### config.mk
export PLATFORM = sky130hd
export DESIGN_NAME = bpn_ram
export DESIGN_NICKNAME = d
export VERILOG_FILES = /design/src/hw/rtl/bpn_ram.sv
export SDC_FILE = /design/constraint.sdc
export NUM_CORES = 1
export LEC_CHECK = 0
export ABC_CLOCK_PERIOD_IN_PS = 2970
export BUFFER_PORTS_ARGS = -buffer_cell sky130_fd_sc_hd__buf_2
export CAP_MARGIN = 30
export CELL_PAD_IN_SITES_DETAIL_PLACEMENT = 0
export CELL_PAD_IN_SITES_GLOBAL_PLACEMENT = 1
export CORE_MARGIN = 4
export CORE_UTILIZATION = 54
export DETAILED_ROUTE_END_ITERATION = 7
export PLACE_DENSITY_LB_ADDON = 0.1
export SLEW_MARGIN = 20
export SYNTH_ARGS = -nofsm -noshare
export SYNTH_HDL_FRONTEND = slang
export SYNTH_SLANG_ARGS = --single-unit
### constraint.sdc
create_clock -name clk -period 2.97 [get_ports clk]
set_clock_uncertainty 0.05 [all_clocks]
set_input_delay 0.297 -clock clk [delete_from_list [all_inputs] [get_ports clk]]
set_output_delay 0.297 -clock clk [all_outputs]
set_load 0.1 [all_outputs]
### src/hw/rtl/bpn_ram.sv
// Generic single-write, single-read synchronous RAM with registered read data.
// Depends on nothing.
`default_nettype none
module bpn_ram #(
    parameter int WIDTH = 16,
    parameter int DEPTH = 16
) (
    input  wire logic                     clk,
    input  wire logic                     we,
    input  wire logic [$clog2(DEPTH)-1:0] waddr,
    input  wire logic [WIDTH-1:0]         wdata,
    input  wire logic [$clog2(DEPTH)-1:0] raddr,
    output logic      [WIDTH-1:0]         rdata
);
    logic [WIDTH-1:0] mem [DEPTH];

    // Write port and registered read port.
    always_ff @(posedge clk)
    begin
        if (we)
        begin
            mem[waddr] <= wdata;
        end
        rdata <= mem[raddr];
    end
endmodule
`default_nettype wire

# Word level (Yosys, flattened, before mapping)

Memory sizes are Yosys's and may differ from the RTL's. A register that Yosys moved wholly into a read port is not among the register bits.
Index checks and enable logic that the tools add are counted.

Muxes and demuxes: 2

Operators with widths:

| operator          | number |
|---|---|
| two-way mux 1 bit | 2 |

Register bits: 0
RAM bits: 256
Input bits: 26
Output and inout port bits: 16
Memories: 1

Memory list:

| memory | depth | width | read ports | clocked after memory_dff | write ports | line | RTL |
|---|---|---|---|---|---|---|---|
| mem    | 16    | 16    | 1          | 1                        | 1           | 15   | `logic [WIDTH-1:0] mem [DEPTH];` |

# Longest topological paths before layout

Depth after elaboration: 2
Gate-level depth with buffers: 5

# Worst setup path before layout

Ideal clock, no wire load.

Kind: input -> register
Start point: input port waddr[2]
End point: memory mem[0][0] (enable)
Data arrival time: 1.943 ns
Path slack: 0.568 ns
Cell stages on the path: 2
Path buffers: 0
Cells stage by stage: or3b_2 -> nor3_1

RTL lines:

| what            | line | RTL |
|---|---|---|
| start, declared | 10   | `input wire logic [$clog2(DEPTH)-1:0] waddr,` |
| end, declared   | 15   |  |

No word-level cell before the write port.

# Final worst setup path

Start point: input port waddr[2]
End point: memory mem[2][6] (enable)

No word-level cell before the write port.

==> metrics.md <==
| Metric | Value |
|---|---|
| DR vias | 4572 |
| DIE WIDTH | 144 um |
| Max Cap Viol | 0 |
| Clock sink count | 272 |
| CTS tree | yes |
| Initial antenna violation count | 1 |
| Initial Util | 55.3% |
| Synth warnings | 0 |
| Top Ports | 42 |
| Synth area leader | edfxtp_1 |
| Max Slew Vio Count | 0 |
| Wire length of the first global-routing pass | 30400 um |
| Power Internal | 6.45 mW |
| RSZ-0062 raised after global routing | no |
| Hold crit path type | in -> reg |
| Fin nets | 532 |
| Synth Net Count | 458 |
| Post-synthesis cell count | 432 |
| Comb power frac | 6.8% |
| Buffers on Ports | 41 |
| Worst setup SP type | input port |
| Via-to-Cell Ratio | 6.07 |
| GRT Total Usage | 20.2% |
| Resized cells post-CTS | 0 |
| DP Cell Count | 707 |
| Reg-to-Reg End | rdata[3] |
| Pin count of the biggest net entering global routing | 39 |
| Worst-path maximum fanout | 9 |
| CTS clk-pin slew, worst paths | 0.06 ns |
| Clock network fraction of total power | 40.5% |
| WL final | 20100 um |
| Longest Clk Path Bufs | 3 |
| Post-synth cell types | 19 |
| Worst-Skew Late Latency | 0.51 ns |
| Total Die Area | 20800 um^2 |
| Mean Syn Cell Area | 23.2 um^2 |
| Pleak | 3.80 nW |
| Hold buffers post-CTS | 0 |
| Critical Path RT | 3.13 ns |
| Outcome | finished, final reports clean |
| Synth Register Bits | 272 |
| Fin. Hold Viols | 0 |
| H-tree Lvls | 1 |
| Gr ovfl total | 0 |
| CP Class | in -> reg |
| VDD IR max | 0.000483 V |
| Share of power burned in registers | 52.7% |
| Reg-to-Reg Start | mem[1][3] |
| Iter 0 DRT Violations | 354 |
| Layout cells sized above 1 | 33.8% |
| Worst-Margin Slew | 0.957 ns |
| Register area share after synthesis | 79.7% |
| Number of buffers created by CTS | 26 |
| Worst hold stages | 1 |
| Fin cells | 753 |
| Num rows | 49 |
| Reg2reg path depth | 3 |
| Setup TNS | 0 ns |
| DRC violations left | 0 |
| Worst EP arrival | 1.79 ns |
| Post-synthesis cell area | 10000 um^2 |
| Top-area cell type share of the netlist area | 76.5% |
| Most common cell after layout, fill and taps aside | edfxtp_1 |
| WL/cell | 26.7 um |
| Post-DP HPWL | 11100 um |
| Worst reg2reg setup slack | 1.46 ns |
| Synth area leaders | edfxtp_1 77%, mux4_2 12%, dfxtp_1 3.2%, mux4_1 2.6%, a22oi_1 2.4% |
| ANT nets after route | 0 |
| Vias in the first global route | 4770 |
| DRT Pass-1 Iters | 5 |
| Area delta synth->final | 15.0% |
| Die Span Y | 144 um |
| Slew headroom | 36.2% |
| Postcts setup bufs | 0 |
| Worst Setup SP | waddr[2] |
| Crit. End Element | flop |
| Period minus WS final | 1.64 ns |
| Most frequent cells in the layout | 256 x edfxtp_1, 54 x mux4_2, 40 x buf_2 |
| PwrDens | 709 nW/um^2 |
| Routability-driven placement congestion ratio | 0.731 |
| Hold endpoint | mem[13][14] |
| Sw Ratio | 21.3% |
| NetSw | 1.74 mW |
| Fin crit share | 55.1% |
| Max Fclk | 0.611 GHz |
| Hold path startpoint | wdata[14] |
| Area of the core | 18100 um^2 |
| Clk root buf | clkbuf_16 |
| Final setup viols | 0 |
-- how the worst max path moves through the flow --
stage,cells after the start,end,slack [ns]
CTS,1,rdata[13],1.33
global placement,4,mem[2][5],0.83
finish,4,mem[2][6],1.33
floorplan,2,mem[0][0],0.57
global route,4,mem[2][6],1.30
detailed placement,4,mem[2][1],0.83
-- stage by stage --
stage / hold WS [ns] / util (%) / total power, mW / cell area (um^2) / setup slack, ns
floorplan: 0.346 / - / 4.79 / 10000 / 0.568
global placement: 0.601 / 58.9 / 4.95 / 10700 / 0.834
detailed placement: 0.604 / 58.9 / 4.96 / 10700 / 0.829
CTS: 0.0845 / 63.7 / 8.26 / 11600 / 1.33
global route: 0.0970 / 63.7 / 8.48 / 11600 / 1.30
finish: 0.102 / 63.7 / 8.19 / 11600 / 1.33
-- flip-flops by register name, summed over array words and instances (netlist names) --
name,count
mem,256
rdata,16
-- kinds of logic after synthesis --
group	share of synthesized area [%]
buffers and inverters	1.23
AO/OA/AOI/OAI	2.39
flip-flops	79.7
AND/OR/NAND/NOR	1.92
multiplexers	14.7
-- Yosys cell counts, drive strengths merged --
master,n
and2,1
nand3b,2
nor2,13
nand3,1
buf,13
nand2,17
a22oi,32
nand2b,2
mux4,64
dfxtp,16
clkbuf,8
nor3,4
nor2b,2
edfxtp,256
or3b,1
-- power groups by stage --
stage / combinational [mW] / sequential (mW) / clock (mW)
finish: 0.560 / 4.31 / 3.32
global route: 0.596 / 4.32 / 3.57
CTS: 0.568 / 4.31 / 3.38
detailed placement: 0.567 / 4.39 / 0
global placement: 0.560 / 4.39 / 0
floorplan: 0.209 / 4.58 / 0
-- critical path: stages --
cell	delay, ns
buf_2	0.12
or3b_2	0.54
nor2_2	0.51
buf_4	0.32
-- cell type report --
type                    instances  area [um^2]
diodes                          1         2.50
clock buffers                  36          739
clock inverters                 9          129
fillers                      1231         6590
multi-input cells             139         1960
flip-flops and latches        272         8010
well taps                     229          287
repair buffers                 67          428
-- metal layers --
layer,part of all wire (%),track usage [%],up-vias
met5,0,0,-
met2,47,30.4,144
li1,-,-,1985
met3,6.6,2.71,25
met1,45,32.5,2418
met4,1.4,4.03,0
Power figures use the tool's default switching activity.
