[src/hw/rtl/bpn_pkg.sv]
// Package for the block peak normaliser: sizes, register indexes, constants
// and the divider request/response types. Depends on nothing.
`default_nettype none
package bpn_pkg;
    localparam int MAX_BLOCK_SAMPLES = 65536;
    localparam int ADDR_W            = $clog2(MAX_BLOCK_SAMPLES);
    localparam int LEN_W             = ADDR_W + 1;
    localparam int WINDOW_BLOCKS     = 16;
    localparam int WIN_AW            = $clog2(WINDOW_BLOCKS);
    localparam int FILL_W            = WIN_AW + 1;
    localparam int FADE_BLOCKS       = 8;
    localparam int FADE_W            = 8;
    localparam int GAIN_W            = 17;
    localparam int NUM_W             = 20;
    localparam int PROD_W            = 38;
    localparam int DIV_NW            = 36;
    localparam int DIV_DW            = 20;
    localparam int DIV_CW            = 6;
    localparam int RATIO_NUM         = 32768 * 1000;
    localparam int MILLI             = 1000;

    // Division of a gained product by 1000 as a reciprocal multiplication.
    // A magnitude of 2^25 or more saturates in any case; below that, the
    // magnitude shifted right by three is under 2^22, where multiplying by
    // ceil(2^32 / 1000) and shifting right by 29 gives the exact quotient.
    localparam int          MAG_FIT_W   = 25;
    localparam int          RECIP_SHIFT = 29;
    localparam int          RECIP_W     = 45;
    localparam int          GQ_W        = 17;
    localparam logic [22:0] RECIP_MUL   =
        23'(((64'd1 << 32) + 64'(MILLI) - 64'd1) / 64'(MILLI));

    localparam logic [1:0] REG_SILENCE = 2'd0;
    localparam logic [1:0] REG_LIMIT   = 2'd1;
    localparam logic [1:0] REG_CLAMP   = 2'd2;
    localparam logic [1:0] REG_FADE    = 2'd3;

    typedef struct packed {
        logic              start;
        logic [DIV_NW-1:0] dividend;
        logic [DIV_DW-1:0] divisor;
    } div_req_t;

    typedef struct packed {
        logic              done;
        logic [DIV_NW-1:0] quotient;
    } div_rsp_t;
endpackage
`default_nettype wire

[src/hw/rtl/bpn_div.sv]
// Restoring unsigned divider, one quotient bit per cycle.
// Depends on bpn_pkg.
`default_nettype none
module bpn_div (
    input  wire logic              clk,
    input  wire logic              rst_n,
    input  wire bpn_pkg::div_req_t req,
    output bpn_pkg::div_rsp_t      rsp
);
    import bpn_pkg::*;

    logic [DIV_NW-1:0] quo_reg, quo_next;
    logic [DIV_DW-1:0] rem_reg, rem_next;
    logic [DIV_DW-1:0] dvs_reg, dvs_next;
    logic [DIV_CW-1:0] cnt_reg, cnt_next;
    logic              run_reg, run_next;
    logic              done_reg, done_next;
    logic [DIV_DW:0]   shifted;
    logic [DIV_DW:0]   diff;

    // One shift-and-subtract step per cycle.
    always_comb
    begin
        quo_next  = quo_reg;
        rem_next  = rem_reg;
        dvs_next  = dvs_reg;
        cnt_next  = cnt_reg;
        run_next  = run_reg;
        done_next = 1'b0;
        shifted   = {rem_reg, quo_reg[DIV_NW-1]};
        diff      = shifted - {1'b0, dvs_reg};
        if (req.start)
        begin
            quo_next = req.dividend;
            rem_next = '0;
            dvs_next = req.divisor;
            cnt_next = DIV_CW'(DIV_NW);
            run_next = 1'b1;
        end
        else if (run_reg)
        begin
            if (!diff[DIV_DW])
            begin
                rem_next = diff[DIV_DW-1:0];
                quo_next = {quo_reg[DIV_NW-2:0], 1'b1};
            end
            else
            begin
                rem_next = shifted[DIV_DW-1:0];
                quo_next = {quo_reg[DIV_NW-2:0], 1'b0};
            end
            cnt_next = cnt_reg - 1'b1;
            if (cnt_reg == DIV_CW'(1))
            begin
                run_next  = 1'b0;
                done_next = 1'b1;
            end
        end
    end

    always_ff @(posedge clk or negedge rst_n)
    begin
        if (!rst_n)
        begin
            cnt_reg  <= '0;
            run_reg  <= 1'b0;
            done_reg <= 1'b0;
        end
        else
        begin
            cnt_reg  <= cnt_next;
            run_reg  <= run_next;
            done_reg <= done_next;
        end
    end

    always_ff @(posedge clk)
    begin
        quo_reg <= quo_next;
        rem_reg <= rem_next;
        dvs_reg <= dvs_next;
    end

    assign rsp.done     = done_reg;
    assign rsp.quotient = quo_reg;
endmodule
`default_nettype wire

[config.mk]
export PLATFORM = sky130hd
export DESIGN_NAME = bpn_div
export DESIGN_NICKNAME = d
export VERILOG_FILES = /design/src/hw/rtl/bpn_pkg.sv /design/src/hw/rtl/bpn_div.sv
export SDC_FILE = /design/constraint.sdc
export NUM_CORES = 1
export LEC_CHECK = 0
export BUFFER_PORTS_ARGS = -buffer_cell sky130_fd_sc_hd__clkbuf_2
export CAP_MARGIN = 20
export CORE_MARGIN = 2
export CORE_UTILIZATION = 40
export DETAILED_ROUTE_END_ITERATION = 10
export PLACE_DENSITY = 0.61
export SYNTH_ARGS = -nofsm -noshare
export SYNTH_HDL_FRONTEND = slang
export SYNTH_SLANG_ARGS = --single-unit
[constraint.sdc]
create_clock -name clk -period 3.8 [get_ports clk]
set_input_delay 0.38 -clock clk [delete_from_list [all_inputs] [get_ports clk]]
set_output_delay 0.38 -clock clk [all_outputs]
set_load 0.02 [all_outputs]
# [Word level (Yosys, flattened, before mapping)]
# Cells that the tools add are included.
[totals] output_inout_bits=37 wordCells=22 in_bits=59 register_bits=84
[classes] muxes=12 reduce_logical=1 eq_ne=1 addsub=2
[op_table] operator="two-way mux 36 bit" n=2
[op_table] operator="subtractor 21 x 20 -> 21 bit" n=1
[op_table] operator="two-way mux 20 bit" n=1
[op_table] operator="two-way mux 6 bit" n=2
[op_table] operator="two-way mux 1 bit" n=7
[op_table] operator="equality test 6 x 1 -> 1 bit (second input constant)" n=1
[op_table] operator="subtractor 6 x 1 -> 6 bit (second input constant)" n=1
[op_table] operator="nonzero test 2 bit" n=1

# [Longest topological paths before layout]
# Gate-level depths: netlist (run 1).
[logic_depth] depth_word=4 ltp_mapped=12 depth_no_buf=11

# [Least setup slack after synthesis (run 1)]
# Ideal clock, no wire load.
[synth_path] path_type="reg-to-reg" startpoint="register quo_reg[35]" endpoint="register rem_reg[15]" t_required_ns=3.681 period_less_slack_ns=2.937 path_slack_ns=0.863 arrival_ns=2.819 stages_incl_launch_ff=13 setup_ns=0.119 n_path_buf=1 path_cell_list="edfxtp_1 inv_1 ha_1 inv_1 fa_1 a211oi_2 o211ai_1 a21oi_2 o41ai_4 xnor2_2 clkbuf_1 a21boi_0 o21ai_1"
[synth_between] elab_chain_len=2
[synth_lines] element="start: declaration" line="bpn_div.sv:12" rtl="logic [DIV_NW-1:0] quo_reg, quo_next;"
[synth_lines] element="start signal: assignment" line="bpn_div.sv:79" rtl="quo_reg <= quo_next;"
[synth_lines] element="subtractor 21 x 20 -> 21 bit" line="bpn_div.sv:31" rtl="diff = shifted - {1'b0, dvs_reg};"
[synth_lines] element="two-way mux 20 bit" line="bpn_div.sv:42" rtl="if (!diff[DIV_DW])"
[synth_lines] element="end signal: assignment" line="bpn_div.sv:80" rtl="rem_reg <= rem_next;"
[synth_lines] element="end: declaration" line="bpn_div.sv:13" rtl="logic [DIV_DW-1:0] rem_reg, rem_next;"
# Every way passes these cells.
# A chain may end at the register's enable or synchronous reset.

# [Worst setup path in the final report (run 1)]
[layout_path] startpoint="register quo_reg[35]" endpoint="register rem_reg[7]"
# The elaborated chain is that of the path after synthesis.

==> results of run 1 <==
-- critical path, cell delays in order (launching register included) --
cell and delay, ps:
edfxtp_1 420, inv_1 80, ha_1 160, inv_1 50, fa_1 430, a211oi_2 230, o211ai_1 150, a21oi_2 300
o41ai_4 130, xnor2_2 460, buf_4 330, mux2i_1 210, a211oi_1 80
-- cell type report --
type / count / area, um2 / area share, %
sequential: 84 / 2282 / 43.08
multi-input combinational: 262 / 1989 / 37.55
timing repair buffer: 103 / 538.0 / 10.16
tap: 140 / 175.2 / 3.307
clock buffer: 12 / 135.1 / 2.551
inverter: 27 / 101.3 / 1.913
clock inverter: 4 / 76.32 / 1.441
-- worst max path at each step --
stage | from | to | slack (ps) | cells past startpoint
3_3_place_gp | quo_reg[35]$_DFFE_PP_ | rem_reg[7]$_SDFFE_PP0P_ | 710 | 12
5_1_grt | quo_reg[35]$_DFFE_PP_ | rem_reg[6]$_SDFFE_PP0P_ | 350 | 12
3_5_place_dp | quo_reg[35]$_DFFE_PP_ | rem_reg[5]$_SDFFE_PP0P_ | 600 | 12
2_1_floorplan | quo_reg[35]$_DFFE_PP_ | rem_reg[15]$_SDFFE_PP0P_ | 860 | 12
6_report | quo_reg[35]$_DFFE_PP_ | rem_reg[7]$_SDFFE_PP0P_ | 620 | 12
4_1_cts | quo_reg[35]$_DFFE_PP_ | rem_reg[6]$_SDFFE_PP0P_ | 580 | 12
-- metrics by stage --
stage,cell area [um2],setup WS (ps)
after CTS,5298,581.3
after global routing,5298,351.6
after global placement,5076,713.1
after detailed placement,5076,602.8
final,5298,621.1
after floorplan,4441,862.6
-- routing by layer --
metal,vias up,wire (um)
met5,-,0
met4,0,243
li1,1624,-
met1,1534,4369
met2,106,4329
met3,17,700
-- cell usage after synthesis (all sizes together), types with 2 or more instances --
library cell / count
a21boi: 2
ha: 22
nor2b: 2
o21bai: 2
nor3: 3
xnor2: 11
buf: 4
mux2: 35
o21a: 2
xor2: 10
mux2i: 14
and2: 2
nor2: 25
o211ai: 7
nor4: 2
dfrtp: 8
nand3: 6
dfxtp: 20
a21oi: 24
o21ai: 22
nand2: 28
clkbuf: 12
nand4: 2
nand2b: 8
a311oi: 2
inv: 27
a211oi: 11
edfxtp: 56
o311ai: 3
a32oi: 3
-- cells by family (layout without fill, tap and decap cells) --
group                      Yosys count  in the layout  synth area share, %
AOI/OAI and AO/OA                   85             85                12.93
DFF                                 84             84                51.39
and+or+nand+nor                     84             84                8.876
muxes                               49             49                12.03
buffers and inverters               43            146                3.804
adders and majority gates           23             23                6.650
xor gates and xnor gates            21             21                4.311
-- repair_timing --
item                                   CTS  global route
buffers inserted                         0             0
endpoints found under the hold margin    8             0
resized for setup                        0             0
hold buffers                             1             0
-- report_power, final --
group	switching (mW)	leakage [nW]	internal, mW
combinational	0.531	1.43	0.399
sequential	0.0854	0.835	1.11
clock	0.321	0.101	0.372
total	0.937	2.37	1.88
==> impl_results.md, run 1 <==
* Hold endpoint: dvs_reg[1]$_DFFE_PP_
* Max FFs per register at 36
* Met1 usage at approximately 22%
* First-pass GRT wire length at 15980 um
* Initial DRC Count at ~200
* Worst-case clock buffer depth at 2
* Synth Register Bits at between 80 and 90
* Leakage at around 2.4 nW
* Vias per cell at about 5.2
* DRC at 0
* Slew headroom at 47.03%
* Unrepaired setup endpoints after global routing: false
* Starting density of the core at 40.96%
* Peak VDD IR at 0.2566 mV
* Clk sinks at between 80 and 90
* CP Capture Type: flip-flop
* Seq/Total Area, Yosys at 51.39%
* Final Power at 2.819 mW
* Setup TNS at 0 ps
* Hold Vio Cnt, Final at 0
* Number of synthesized flops with an enable pin at 56
* Leading cell type in the layout, fill and taps excluded: clkbuf_2
* Clk Latency, worst-skew pair at between 300 and 400 ps
* Largest net degree at the start of global routing at 44
* YS warnings at 0
* R2r worst-path depth at 12
* Die X at roughly 110 um
* Filler instances at between 1000 and 1500
* Layout cells sized above 1 at between 30% and 40%
* Io pins at 96
* Synth cell types at 50
* Tightest Pin Transition at between 700 and 800 ps
* CTS clk-pin slew, worst paths at approximately 90 ps
* Final core utilization at about 49%
* Post-Synthesis Cell Area at approximately 4400 um2
* Worst r2r src: quo_reg[35]$_DFFE_PP_
* Hold path start: req[1]
* Mapped Avg Cell Area at roughly 11 um2
* Most frequent cells in the layout: 94 x clkbuf_2, 56 x edfxtp_1, 35 x mux2_2
* F_max at about 310 MHz
* Die height at ~110 um
* Reg2reg setup slack at approximately 620 ps
* TritonCTS clock tree: built
* Hold depth at 1
* Core Rows at 38
* Global Route Usage Sum at 17.73%
* Vias in the first global route at between 3000 and 4000
* Drt pass-1 iters at 4
* Avg WL per Cell at roughly 15 um
* DPL Wire Length at 7191 um
* Max-slew violation count at 0
* Path type of the worst min-delay path: in2reg
* Final setup violation count at 0
* Finished Layout Cells at about 630
* # diodes at 0
* Total core area at roughly 11000 um2
* Worst Setup Start Kind: flip-flop
* Syn Nets at around 470
* Clk root buf: clkbuf_8
* Num CTS Buffers at 9
* Routability Congestion at roughly 0.87
* Fraction of registers with async set/reset at under 10%
* Synthesis-to-layout area growth at 19.30%
* Met2 usage at between 20 and 30%
* H-Tree Depth at 3
* Antenna violations before repair at 0
* Top cells by area, synth: edfxtp_1 38%, dfxtp_1 9.0%, mux2_2 8.9%
* GR peak layer: met2
* Final net count at 569
* Routed Antenna Nets at 0
* Yosys top cell area share at a little under two fifths
* MaxCap Viol Count at 0
* Crit share post-route at 83.65%
* Hold slack at about 180 ps
* Minimum clock period at between 3000 and 4000 ps
* Met3 global-route usage at ~6.5%
* Cell taking the most area after synthesis: edfxtp_1
* Buffers on Ports at between 90 and 100
* FF-to-FF End: rem_reg[7]$_SDFFE_PP0P_
* Cells after synthesis at between 300 and 400
* CP max FO at 13
* WL final at ~9600 um
* GRT Residual Overflow at 0
* Crit path kind: reg2reg
* Placed Instances at 615
* Vias at between 3000 and 4000
* Top_reg_cell synth: edfxtp_1
* Die ar. at about 12000 um2
* Worst EP required at between 4000 and 5000 ps
* Pwr/cell area at around 530 nW/um2
* CP Data Arrival Time at about 3400 ps
* Clk_skew at roughly 11 ps
* Outcome: completed
Power figures use the tool's default switching activity.
==> run 2: changes to the inputs <==
==> constraint.sdc (replaced) <==
create_clock -name clk -period 3.1 [get_ports clk]
set_input_delay 0.31 -clock clk [delete_from_list [all_inputs] [get_ports clk]]
set_output_delay 0.31 -clock clk [all_outputs]
set_load 0.02 [all_outputs]
==> impl_results.md, run 2 (synthesis gave the netlist of run 1 again) <==
* F_max at 351.1 MHz (was 314.6 MHz)
* CP Capture Type: flip-flop (unchanged)
* Reg2reg setup slack at 250 ps (was 620 ps)
* Minimum clock period at 2848 ps (was 3179 ps)
* Path type of the worst min-delay path: in2reg (unchanged)
* Tightest Pin Transition at 805.4 ps (was 792.9 ps)
* TritonCTS clock tree: built (unchanged)
* Synthesis-to-layout area growth at 18.54% (was 19.30%)
* Setup bufs post-CTS at 0 (unchanged)
* Vias per cell at 5.242 (was 5.191)
* Worst Setup Start Kind: flip-flop (unchanged)
* DPL Wire Length at 7032 um (was 7191 um)
* Final setup violation count at 0 (unchanged)
* Cts repair resizes at 0 (unchanged)
* Max FFs per register at 36 (unchanged)
* Avg WL per Cell at 15.27 um (was 15.26 um)
* DRC at 0 (unchanged)
* Crit path to: rem_reg[5]$_SDFFE_PP0P_ (was rem_reg[7]$_SDFFE_PP0P_)
* GRT Residual Overflow at 0 (unchanged)
* Crit path kind: reg2reg (unchanged)
* CP top delay family: compound AO/OA/AOI/OAI gates (unchanged)
* MaxCap Viol Count at 0 (unchanged)
* CP max stage delay at 420 ps (was 460 ps)
* Slew headroom at 46.30% (was 47.03%)
* Max-slew violation count at 0 (unchanged)
* Critical path depth at 12 (unchanged)
* Buffers on Ports at 95 (unchanged)
* Unrepaired setup endpoints after global routing: false (unchanged)
* Vias in the first global route at 3296 (was 3310)
* Clk_skew at 17.88 ps (was 11.02 ps)
* Slowest cell on crit path: edfxtp_1 (was xnor2_2)
* Worst-case clock buffer depth at 2 (unchanged)
* Io pins at 96 (unchanged)
* Vias at 3313 (was 3281)
* Initial DRC Count at 124 (was 196)
* Antenna violations before repair at 0 (unchanged)
* Most frequent cells in the layout: 94 x clkbuf_2, 56 x edfxtp_1, 35 x mux2_2 (unchanged)
* Hold Vio Cnt, Final at 0 (unchanged)
* Final core utilization at 48.56% (was 48.87%)
* Hold depth at 1 (unchanged)
* Die height at 109.4 um (unchanged)
* Worst EP required at 3320 ps (was 4010 ps)
* Clk sinks at 84 (unchanged)
* Pwr/cell area at 627.9 nW/um2 (was 532.2 nW/um2)
* Routed Antenna Nets at 0 (unchanged)
* WL final at 9649 um (was 9643 um)
* First-pass GRT wire length at 15840 um (was 15980 um)
* Leading cell type in the layout, fill and taps excluded: clkbuf_2 (unchanged)
* Final net count at 569 (unchanged)
* # diodes at 0 (unchanged)
* CTS clk-pin slew, worst paths at 90 ps (about the same)
* Peak VDD IR at 0.4164 mV (was 0.2566 mV)
* Outcome: completed (unchanged)
* Num CTS Buffers at 9 (unchanged)
* Clk Latency, worst-skew pair at 370 ps (about the same)
* CP max FO at 11 (was 13)
* Global Route Usage Sum at 17.29% (was 17.73%)
* R2r worst-path depth at 12 (unchanged)
* Hold path start: req[8] (was req[1])
* Leakage at 2.353 nW (was 2.366 nW)
* Die X at 109.4 um (unchanged)
* Worst Setup SP: quo_reg[35]$_DFFE_PP_ (unchanged)
* Crit share post-route at 91.88% (was 83.65%)
* H-Tree Depth at 3 (unchanged)
* Die ar. at 11960 um2 (unchanged)
* CP Data Arrival Time at 3070 ps (was 3390 ps)
* Worst Path Buf+Inv at 3 (unchanged)
* Routability Congestion at 0.9051 (was 0.8697)
* Largest net degree at the start of global routing at 54 (was 44)
* Worst r2r src: quo_reg[35]$_DFFE_PP_ (unchanged)
* Starting density of the core at 40.96% (unchanged)
* Total core area at 10840 um2 (unchanged)
* CP most frequent cell: inv_1 (unchanged)
* Core Rows at 38 (unchanged)
* Drt pass-1 iters at 5 (was 4)
* Clk root buf: clkbuf_8 (unchanged)
* FF-to-FF End: rem_reg[5]$_SDFFE_PP0P_ (was rem_reg[7]$_SDFFE_PP0P_)
* CP cell instances: inv_1 -> ha_1 -> inv_1 -> fa_1 -> a211oi_2 -> o211ai_1 -> a21oi_2 -> o41ai_4 -> xnor2_2 -> buf_4 -> mux2i_1 -> a211oi_1 (unchanged)
* Setup TNS at 0 ps (unchanged)
* Layout cells sized above 1 at 31.71% (was 31.91%)
[run 2: per-layer routing]
metal  wire length [um]  track usage, %  vias up
li1                   -               -     1622
met1               4307           21.63     1562
met2               4363           26.46      119
met3                854           8.299       10
met4                124           5.335        0
met5                  0               0        -
[run 2: layout make-up]
class                      instances  area (um2)
tap                              140       175.2
sequential                        84        2282
inverter                          27       101.3
multi-input combinational        262        1989
clock inverter                     7       41.29
clock buffer                       9       123.9
timing repair buffer             103       550.5
fill                            1012        5577
[run 2: how the worst min path moves through the flow]
stage,to
floorplan,cnt_reg[0]$_DFFE_PN0P_
global placement,cnt_reg[4]$_DFFE_PN0P_
detailed placement,cnt_reg[4]$_DFFE_PN0P_
CTS,dvs_reg[8]$_DFFE_PP_
global route,dvs_reg[3]$_DFFE_PP_
finish,dvs_reg[8]$_DFFE_PP_
[run 2: power breakdown]
part,internal (mW),total [mW],switching (mW),leakage [nW]
combinational,0.498,1.15,0.656,1.43
sequential,1.36,1.47,0.107,0.835
clock,0.286,0.683,0.397,0.0837
total,2.14,3.30,1.16,2.35
[run 2: what timing repair did]
| item | in CTS | in global routing |
|---|---|---|
| hold buffers | 1 | 0 |
| hold endpoints to repair | 8 | 0 |
| endpoints found under the setup margin | 0 | 0 |
[run 2: metrics by stage]
stage	std cells	hold slack, ps	total power [mW]	worst slack, ps	area, um2
3_3_place_gp	615	171.7	2.627	374.6	5089
5_1_grt	632	85.37	3.527	45.24	5264
2_1_floorplan	389	14.41	2.328	162.6	4441
6_report	632	111.4	3.305	251.7	5264
3_5_place_dp	615	170.4	2.640	237.4	5089
4_1_cts	632	86.34	3.344	223.2	5264
